$ cat src/positional_list_store_assert.svh
// ----------------------------------------------------------------------------
// positional list store assertion macros
// concurrent checks on the rising clock edge, disabled while reset is high
// ----------------------------------------------------------------------------
`ifndef POSITIONAL_LIST_STORE_ASSERT_SVH
`define POSITIONAL_LIST_STORE_ASSERT_SVH

// consequent holds in the same cycle as the antecedent
`define PLS_ASSERT_NOW(name, cond, cons, msg) \
   name: assert property (@(posedge clock) disable iff (reset) (cond) |-> (cons)) \
      else $error(msg);

// consequent holds in the cycle after the antecedent
`define PLS_ASSERT_NEXT(name, cond, cons, msg) \
   name: assert property (@(posedge clock) disable iff (reset) (cond) |=> (cons)) \
      else $error(msg);

`endif

$ cat src/pls_pkg.sv
// ----------------------------------------------------------------------------
// pls_pkg
// shared codes, field widths and transfer types of the positional list store
// ----------------------------------------------------------------------------
package pls_pkg;

   // field widths
   localparam int OP_W   = 3;
   localparam int ELEM_W = 32;
   localparam int POS_W  = 5;
   localparam int CNT_W  = 5;
   localparam int ST_W   = 2;
   localparam int ACT_W  = 3;

   // default sizing
   localparam int DEPTH_DEF       = 16;
   localparam int VALUE_WIDTH_DEF = 32;

   // operation codes
   localparam logic [OP_W-1:0] OP_INS_FRONT = 3'd0;
   localparam logic [OP_W-1:0] OP_INS_BACK  = 3'd1;
   localparam logic [OP_W-1:0] OP_INS_AT    = 3'd2;
   localparam logic [OP_W-1:0] OP_DEL_FRONT = 3'd3;
   localparam logic [OP_W-1:0] OP_DEL_BACK  = 3'd4;
   localparam logic [OP_W-1:0] OP_DEL_AT    = 3'd5;
   localparam logic [OP_W-1:0] OP_DUMP      = 3'd6;

   // status codes
   localparam logic [ST_W-1:0] ST_OK     = 2'd0;
   localparam logic [ST_W-1:0] ST_BADPOS = 2'd1;
   localparam logic [ST_W-1:0] ST_FULL   = 2'd2;
   localparam logic [ST_W-1:0] ST_EMPTY  = 2'd3;

   // actions chosen by the planner
   localparam logic [ACT_W-1:0] ACT_NONE        = 3'd0;
   localparam logic [ACT_W-1:0] ACT_PUT_DIRECT  = 3'd1;
   localparam logic [ACT_W-1:0] ACT_PUT_SHIFT   = 3'd2;
   localparam logic [ACT_W-1:0] ACT_TAKE_DIRECT = 3'd3;
   localparam logic [ACT_W-1:0] ACT_TAKE_SHIFT  = 3'd4;
   localparam logic [ACT_W-1:0] ACT_DUMP        = 3'd5;

   typedef struct packed {
      logic [OP_W-1:0]          op;
      logic signed [ELEM_W-1:0] value;
      logic [POS_W-1:0]         position;
   } req_type;

   typedef struct packed {
      logic [ST_W-1:0]          status;
      logic signed [ELEM_W-1:0] element;
      logic [CNT_W-1:0]         count;
      logic                     last;
   } rsp_type;

   typedef struct packed {
      logic [ST_W-1:0]  status;
      logic [ACT_W-1:0] action;
   } plan_type;

endpackage

$ cat src/pls_plan.sv
// ----------------------------------------------------------------------------
// pls_plan
// checks an operation against the fill level and picks the action and index
// ----------------------------------------------------------------------------
module pls_plan #(
   parameter int DEPTH = pls_pkg::DEPTH_DEF
) (
   input  logic [pls_pkg::OP_W-1:0]  op,
   input  logic [pls_pkg::POS_W-1:0] position,
   input  logic [$clog2(DEPTH+1)-1:0] fill,
   output pls_pkg::plan_type         plan,
   output logic [$clog2(DEPTH)-1:0]  idx
);
   import pls_pkg::*;

   localparam int FILL_W = $clog2(DEPTH + 1);
   localparam int IDX_W  = $clog2(DEPTH);
   localparam int CMP_W  = ((FILL_W > POS_W) ? FILL_W : POS_W) + 1;

   logic [CMP_W-1:0] fill_x;
   logic [CMP_W-1:0] pos_x;
   logic [CMP_W-1:0] target;
   logic             full;
   logic             empty;

   assign fill_x = CMP_W'(fill);
   assign pos_x  = CMP_W'(position);
   assign full   = (fill_x >= CMP_W'(DEPTH));
   assign empty  = (fill_x == '0);
   assign idx    = IDX_W'(target);

   // status and action per operation, full and empty checked before position
   always_comb begin
      plan.status = ST_OK;
      plan.action = ACT_NONE;
      target      = '0;
      unique case (op)
         OP_INS_FRONT, OP_INS_BACK, OP_INS_AT: begin
            if (op == OP_INS_BACK) begin
               target = fill_x;
            end else if (op == OP_INS_AT) begin
               target = pos_x - CMP_W'(1);
            end
            if (full) begin
               plan.status = ST_FULL;
            end else if ((op == OP_INS_AT) && ((pos_x == '0) || (pos_x > fill_x + CMP_W'(1)))) begin
               plan.status = ST_BADPOS;
            end else if (target == fill_x) begin
               plan.action = ACT_PUT_DIRECT;
            end else begin
               plan.action = ACT_PUT_SHIFT;
            end
         end
         OP_DEL_FRONT, OP_DEL_BACK, OP_DEL_AT: begin
            if (op == OP_DEL_BACK) begin
               target = fill_x - CMP_W'(1);
            end else if (op == OP_DEL_AT) begin
               target = pos_x - CMP_W'(1);
            end
            if (empty) begin
               plan.status = ST_EMPTY;
            end else if ((op == OP_DEL_AT) && ((pos_x == '0) || (pos_x > fill_x))) begin
               plan.status = ST_BADPOS;
            end else if (target == fill_x - CMP_W'(1)) begin
               plan.action = ACT_TAKE_DIRECT;
            end else begin
               plan.action = ACT_TAKE_SHIFT;
            end
         end
         OP_DUMP: begin
            if (empty) begin
               plan.status = ST_EMPTY;
            end else begin
               plan.action = ACT_DUMP;
            end
         end
         default: begin
            // unused code: answer with the unchanged count
            plan.status = ST_OK;
         end
      endcase
   end

endmodule

$ cat src/positional_list_store.sv
// ----------------------------------------------------------------------------
// positional_list_store
// bounded ordered list of signed values in one synchronous memory, with
// insert and delete at front, back or a 1-based position, and an ordered dump
// ----------------------------------------------------------------------------
//  channel   ports                          direction  transfer
//  request   start, busy, req_item          in         start high, busy low
//  response  rsp_strobe, rsp_item           out        rsp_strobe high
//
//  updates at the back end (including the first insert and the last delete)
//  and refused or spare operations: result in the cycle after the transfer.
//  shifting insert/delete: busy while the moved entries are read and rewritten.
//  dump: busy until the last entry is sent; each entry passes the memory read
//  register and the result register, then one result per cycle.
//  reset clears the control registers, not the memory; results cannot be stalled.
// ----------------------------------------------------------------------------
module positional_list_store #(
   parameter int DEPTH       = pls_pkg::DEPTH_DEF,
   parameter int VALUE_WIDTH = pls_pkg::VALUE_WIDTH_DEF
) (
   input  logic             clock,
   input  logic             reset,
   input  logic             start,
   output logic             busy,
   input  pls_pkg::req_type req_item,
   output logic             rsp_strobe,
   output pls_pkg::rsp_type rsp_item
);
   import pls_pkg::*;

   localparam int FILL_W = $clog2(DEPTH + 1);
   localparam int IDX_W  = $clog2(DEPTH);

   localparam logic [1:0] S_IDLE = 2'd0;
   localparam logic [1:0] S_UP   = 2'd1;
   localparam logic [1:0] S_DOWN = 2'd2;
   localparam logic [1:0] S_DUMP = 2'd3;

   logic [1:0]             state_ff, state_in;
   logic [FILL_W-1:0]      fill_ff, fill_in;
   logic [IDX_W-1:0]       src_ff, src_in;
   logic [IDX_W-1:0]       end_ff, end_in;
   logic [IDX_W-1:0]       wr_ff, wr_in;
   logic                   iss_ff, iss_in;
   logic                   pend_ff, pend_in;
   logic                   lastrd_ff, lastrd_in;
   logic [VALUE_WIDTH-1:0] val_ff, val_in;
   logic                   rsp_strobe_ff, rsp_strobe_in;
   rsp_type                rsp_ff, rsp_in;

   logic [VALUE_WIDTH-1:0] mem_ff [DEPTH];
   logic [VALUE_WIDTH-1:0] rd_data_ff;
   logic                   rd_en;
   logic [IDX_W-1:0]       rd_addr;
   logic                   wr_en;
   logic [IDX_W-1:0]       wr_addr;
   logic [VALUE_WIDTH-1:0] wr_data;

   plan_type               plan;
   logic [IDX_W-1:0]       plan_idx;
   logic [VALUE_WIDTH-1:0] store_val;

   // operation check against the current fill level
   pls_plan #(
      .DEPTH (DEPTH)
   ) u_plan (
      .op       (req_item.op),
      .position (req_item.position),
      .fill     (fill_ff),
      .plan     (plan),
      .idx      (plan_idx)
   );

   assign store_val  = VALUE_WIDTH'($unsigned(req_item.value));
   assign busy       = (state_ff != S_IDLE);
   assign rsp_strobe = rsp_strobe_ff;
   assign rsp_item   = rsp_ff;

   // sequencer: shifts run as a read pipeline with writes in the cycle after their reads
   always_comb begin
      state_in      = state_ff;
      fill_in       = fill_ff;
      src_in        = src_ff;
      end_in        = end_ff;
      wr_in         = wr_ff;
      iss_in        = iss_ff;
      pend_in       = 1'b0;
      lastrd_in     = lastrd_ff;
      val_in        = val_ff;
      rsp_strobe_in = 1'b0;
      rsp_in        = rsp_ff;
      rd_en         = 1'b0;
      rd_addr       = src_ff;
      wr_en         = 1'b0;
      wr_addr       = wr_ff;
      wr_data       = rd_data_ff;
      unique case (state_ff)
         S_IDLE: begin
            if (start) begin
               unique case (plan.action)
                  ACT_NONE: begin
                     rsp_strobe_in = 1'b1;
                  end
                  ACT_PUT_DIRECT: begin
                     wr_en         = 1'b1;
                     wr_addr       = plan_idx;
                     wr_data       = store_val;
                     fill_in       = fill_ff + FILL_W'(1);
                     rsp_strobe_in = 1'b1;
                  end
                  ACT_PUT_SHIFT: begin
                     src_in   = IDX_W'(fill_ff - FILL_W'(1));
                     end_in   = plan_idx;
                     iss_in   = 1'b1;
                     val_in   = store_val;
                     state_in = S_UP;
                  end
                  ACT_TAKE_DIRECT: begin
                     fill_in       = fill_ff - FILL_W'(1);
                     rsp_strobe_in = 1'b1;
                  end
                  ACT_TAKE_SHIFT: begin
                     src_in   = plan_idx + IDX_W'(1);
                     end_in   = IDX_W'(fill_ff - FILL_W'(1));
                     iss_in   = 1'b1;
                     state_in = S_DOWN;
                  end
                  ACT_DUMP: begin
                     src_in   = '0;
                     end_in   = IDX_W'(fill_ff - FILL_W'(1));
                     iss_in   = 1'b1;
                     state_in = S_DUMP;
                  end
                  default: begin
                     rsp_strobe_in = 1'b1;
                  end
               endcase
               rsp_in.status  = plan.status;
               rsp_in.element = '0;
               rsp_in.last    = 1'b1;
            end
         end
         S_UP: begin
            // move entries up one place, from the back towards the position
            if (pend_ff) begin
               wr_en = 1'b1;
            end else if (!iss_ff) begin
               wr_en          = 1'b1;
               wr_addr        = end_ff;
               wr_data        = val_ff;
               fill_in        = fill_ff + FILL_W'(1);
               rsp_strobe_in  = 1'b1;
               rsp_in.status  = ST_OK;
               rsp_in.element = '0;
               rsp_in.last    = 1'b1;
               state_in       = S_IDLE;
            end
            if (iss_ff) begin
               rd_en   = 1'b1;
               pend_in = 1'b1;
               wr_in   = src_ff + IDX_W'(1);
               if (src_ff == end_ff) begin
                  iss_in = 1'b0;
               end else begin
                  src_in = src_ff - IDX_W'(1);
               end
            end
         end
         S_DOWN: begin
            // move entries down one place, from the position towards the back
            if (pend_ff) begin
               wr_en = 1'b1;
               if (!iss_ff) begin
                  fill_in        = fill_ff - FILL_W'(1);
                  rsp_strobe_in  = 1'b1;
                  rsp_in.status  = ST_OK;
                  rsp_in.element = '0;
                  rsp_in.last    = 1'b1;
                  state_in       = S_IDLE;
               end
            end
            if (iss_ff) begin
               rd_en   = 1'b1;
               pend_in = 1'b1;
               wr_in   = src_ff - IDX_W'(1);
               if (src_ff == end_ff) begin
                  iss_in = 1'b0;
               end else begin
                  src_in = src_ff + IDX_W'(1);
               end
            end
         end
         S_DUMP: begin
            // one element read per cycle, emitted the cycle after
            if (pend_ff) begin
               rsp_strobe_in  = 1'b1;
               rsp_in.status  = ST_OK;
               rsp_in.element = ELEM_W'($signed(rd_data_ff));
               rsp_in.last    = lastrd_ff;
               if (lastrd_ff) begin
                  state_in = S_IDLE;
               end
            end
            if (iss_ff) begin
               rd_en     = 1'b1;
               pend_in   = 1'b1;
               lastrd_in = (src_ff == end_ff);
               iss_in    = (src_ff != end_ff);
               src_in    = src_ff + IDX_W'(1);
            end
         end
         default: begin
            state_in = S_IDLE;
         end
      endcase
      if (rsp_strobe_in) begin
         rsp_in.count = CNT_W'(fill_in);
      end
   end

   // control registers
   always_ff @(posedge clock) begin
      if (reset) begin
         state_ff      <= S_IDLE;
         fill_ff       <= '0;
         iss_ff        <= 1'b0;
         pend_ff       <= 1'b0;
         rsp_strobe_ff <= 1'b0;
      end else begin
         state_ff      <= state_in;
         fill_ff       <= fill_in;
         iss_ff        <= iss_in;
         pend_ff       <= pend_in;
         rsp_strobe_ff <= rsp_strobe_in;
      end
   end

   // payload registers
   always_ff @(posedge clock) begin
      src_ff    <= src_in;
      end_ff    <= end_in;
      wr_ff     <= wr_in;
      lastrd_ff <= lastrd_in;
      val_ff    <= val_in;
      rsp_ff    <= rsp_in;
   end

   // element memory, one write and one registered read per cycle
   always_ff @(posedge clock) begin
      if (wr_en) begin
         mem_ff[wr_addr] <= wr_data;
      end
      if (rd_en) begin
         rd_data_ff <= mem_ff[rd_addr];
      end
   end

   `include "positional_list_store_assert.svh"

   `PLS_ASSERT_NOW(a_fill_bound, 1'b1, fill_ff <= FILL_W'(DEPTH), "fill beyond depth")
   `PLS_ASSERT_NOW(a_port_clash, rd_en && wr_en, rd_addr != wr_addr, "read and write same entry")
   `PLS_ASSERT_NOW(a_up_room, state_ff == S_UP, fill_ff < FILL_W'(DEPTH), "shift up on full list")
   `PLS_ASSERT_NOW(a_rsp_cause, rsp_strobe, $past(start && !busy) || $past(state_ff != S_IDLE), "result without work")

endmodule
$ cat config.mk
export PLATFORM = sky130hd
export DESIGN_NAME = positional_list_store
export DESIGN_NICKNAME = d
export VERILOG_FILES = /design/src/pls_pkg.sv /design/src/pls_plan.sv /design/src/positional_list_store.sv
export VERILOG_INCLUDE_DIRS = /design/src /design/src/src
export SDC_FILE = /design/constraint.sdc
export NUM_CORES = 1
export LEC_CHECK = 0
export ABC_AREA = 1
export BUFFER_PORTS_ARGS = -buffer_cell sky130_fd_sc_hd__clkbuf_2
export CORE_ASPECT_RATIO = 1.25
export CORE_MARGIN = 3
export CORE_UTILIZATION = 50
export CTS_CLUSTER_DIAMETER = 120
export CTS_CLUSTER_SIZE = 8
export DETAILED_ROUTE_END_ITERATION = 8
export GPL_ROUTABILITY_DRIVEN = 0
export PLACE_DENSITY_LB_ADDON = 0.2
export SLEW_MARGIN = 20
export SYNTH_ARGS = -nofsm -noshare
export SYNTH_HDL_FRONTEND = slang
export SYNTH_SLANG_ARGS = --single-unit
$ cat constraint.sdc
create_clock -name clock -period 6.2 [get_ports clock]
set_input_delay 1.24 -clock clock [delete_from_list [all_inputs] [get_ports clock]]
set_output_delay 1.24 -clock clock [all_outputs]
set_load 0.1 [all_outputs]
==> summary.txt <==
Synth
  – Largest area contributor in the netlist: edfxtp_1
  – Total number of yosys warnings: 0
  – Predominant post-synthesis flop cell: edfxtp_1
  – FFs w/ async S/R, synth: 0%
  – #FFs+latches synth: 639
  – Area share of the largest cell type after synthesis: 70.63%
  – Mapped cell area: 0.02674 mm2
  – Sequential element share of the synthesized area: 71.38%
  – Post-synth EDFFs: 629
  – Synth top cells by count: edfxtp_1 (629), nor2_1 (338), o21ai_0 (335)
  – Mean Syn Cell Area: 12.25 um2
  – Yosys cell types: 44
  – Synth top area cells: edfxtp_1 (71%), o21ai_0 (6.3%), nor2_1 (4.7%), o221ai_1 (3.4%), nand2_1 (3.1%)
  – Most frequent cell after synthesis: edfxtp_1
  – Syn Inst Count: 2184
  – Mapped Nets: 2247

STA
  – Final worst slack: 0.7993 ns
  – Unrepaired setup endpoints after global routing: false
  – Setup TNS: 0 ns
  – Slew margin rel.: 24.96%
  – Final Cycle Share: 87.11%
  – Clock Skew: 0.02441 ns
  – Final hold vios: 0
  – Worst-margin pin slew: 1.118 ns
  – Min Tclk post-route: 5.401 ns
  – Maximum clock rate: 185.2 MHz
  – Final setup violating endpoints: 0
  – Fin Hold WS: 0.5561 ns
  – Max-slew violation count: 0

Pwr
  – P_leak: 10.79 nW
  – Max IR drop VDD: 373.0 uV
  – Tot Pwr: 17.19 mW
  – PD cells: 560.5 mW/mm2

Floorplanning
  – IO Pins: 85
  – Die Area: 0.05632 mm2
  – Die width: 212.9 um
  – Die H: 264.6 um
  – Rows: 94
  – Core box area: 0.05281 mm2
  – Initial core utilization: 50.64%

Critical path
  – CP Buf/Inv Count: 6
  – CP Max Fanout: 28
  – Crit. End Element: register
  – Most frequent CP cell: nand2_1
  – CP max-delay cell: nor2_4
  – Family with the most delay on the worst path: simple AND/OR/NAND/NOR gates
  – Setup crit start kind: register
  – CP arrival: 5.71 ns
  – CP Class: reg2reg
  – Crit path cell chain: clkinv_1, ha_1, inv_1, ha_1, inv_1, o21bai_1, nand2_1, nand3_1, nand2_1, nand2_1, nand2_1, nand3_4, clkinv_2, nand2_4, nand2_2, nand2_2, inv_1, nand3_2, nor2_4, buf_4
  – CP max stage delay: 0.73 ns
  – Worst EP required: 6.51 ns

Place
  – IO buf count: 84
  – Area after DPL: 0.02816 mm2
  – Inst Count DP: 2860
  – Pre-CTS WS: 0.8976 ns
  – Dpl hpwl: 41.65 mm

Route
  – Routed wire length: 71.80 mm
  – DR iter-0 viols: 2084
  – DR vias/cell: 6.132
  – Detail Route Antenna Nets: 0
  – Via count: 18.29k
  – Post-route DRC violation count: 0
  – Drt wl/cell: 24.08 um
  – Initial DRT Pass Iterations: 6

CTS
  – Sink Count: 639
  – TritonCTS clock tree: yes
  – Worst-path clk slew: 0.06 ns
  – Inserted Clock Buffers: 89
  – H-tree levels: 3
  – CTS-repair resized insts: 0
  – Clk root buf: clkbuf_16
  – Cts hold-fix bufs: 0
  – Skew-Pair Late Insertion Delay: 0.63 ns
  – Clk buf depth: 3
  – Post-CTS Setup Bufs: 0

Final layout
  – Final non-filler cell area: 0.03067 mm2
  – Layout cell share with drive strength beyond 1: 12.51%
  – Finished Core Util: 58.07%
  – Final Non-Filler Cells: 2982
  – # diodes: 0
  – Post-layout net count: 2343
  – # fillers: 4156
  – Layout area overhead: 14.67%

Worst hold path
  – Hold Crit Class: reg2reg

Global routing
  – Vias in the first global route: 18.09k
  – Grt total ovfl: 0
  – Antenna violations before repair: 1
  – First-pass GRT wire length: 108.8 mm
  – Largest net degree at the start of global routing: 200
  – Tot GR Track Use: 25.49%

Job
  – # Max-Cap Violations: 0

Status
  – Status: complete, no violations
-- routing by layer --
| metal | GRT usage [%] | share of wire (%) |
|---|---|---|
| met1 | 33.88 | 40 |
| met2 | 41.62 | 48 |
| met4 | 10.61 | 3.7 |
| met3 | 4.593 | 7.8 |
| met5 | 0 | 0 |
-- worst min-delay path: stages, from the launching register on --
cell and delay [ns]:
edfxtp_1 0.35, nand2_1 0.06, inv_1 0.04
-- area by class of cell --
class / instances / area (um2) / share of cell area [%]
flip-flops and latches: 639 / 19090 / 62.25
repair buffers: 143 / 958.4 / 3.125
inverters: 111 / 424.2 / 1.383
multi-input cells: 1296 / 6889 / 22.47
clock buffers: 117 / 2396 / 7.813
well taps: 672 / 840.8 / 2.742
clock inverters: 4 / 68.82 / 0.2244
-- sequential cells by signal (all words and copies together), names as in the netlist --
signal      cells
rd_addr         4
fill_ff         5
iss_ff          1
wr_ff           4
end_ff          4
val_ff         32
rsp_strobe      1
state_ff        2
rd_data_ff     32
rsp_item       40
mem_ff        512
lastrd_ff       1
pend_ff         1
-- cells in the final DEF, fill, tap and decap left out, types with 2 or more instances in the layout --
master / Yosys / routed
a21oi_1: 32 / 31
a221oi_1: 5 / 4
a22oi_1: 34 / 34
buf_12: 0 / 6
buf_4: 2 / 52
clkbuf_1: 122 / 25
clkbuf_16: 0 / 92
clkbuf_2: 0 / 84
clkinv_1: 7 / 6
clkinv_2: 1 / 2
clkinv_8: 0 / 3
dfxtp_1: 10 / 10
edfxtp_1: 629 / 629
ha_1: 20 / 19
inv_1: 101 / 100
inv_2: 2 / 2
nand2_1: 221 / 221
nand2_2: 4 / 4
nand3_1: 94 / 94
nand3_2: 4 / 4
nand4_1: 9 / 9
nor2_1: 338 / 319
nor2_4: 2 / 21
nor3_1: 4 / 4
o211ai_1: 23 / 23
o21ai_0: 335 / 335
o21ai_1: 7 / 4
o21ai_2: 1 / 4
o221ai_1: 105 / 105
o22ai_1: 26 / 26
or2_2: 4 / 4
xnor2_1: 2 / 2
xor2_1: 13 / 13
-- path summary, 6_finish.rpt --
check                      startpoint                 endpoint  slack, ns  cells past startpoint
max             fill_ff[0]$_SDFF_PP0_  mem_ff[10][4]$_DFFE_PP_       0.80                     20
min          rd_data_ff[10]$_DFFE_PP_   rsp_item[16]$_DFFE_PP_       0.56                      2
max reg2reg     fill_ff[0]$_SDFF_PP0_  mem_ff[10][4]$_DFFE_PP_       0.80                     20
min reg2reg  rd_data_ff[10]$_DFFE_PP_   rsp_item[16]$_DFFE_PP_       0.56                      2
-- power by group --
part	switching, mW	internal (mW)	leakage (nW)
clock network	1.70	2.65	1.19
registers	0.189	6.09	5.80
logic	5.10	1.46	3.80
-- cell families (layout without fill, tap and decap cells) --
family	after synthesis	in the layout	share of synthesized area (%)
flip-flops	639	639	71.38
adder cells (fa/ha/maj)	20	20	0.9357
AO/OA/AOI/OAI	573	573	12.99
XOR/XNOR	15	15	0.4913
buffers and inverters	249	375	3.556
AND/OR/NAND/NOR	688	688	10.65
No activity file was read; power rests on OpenSTA's default activity.
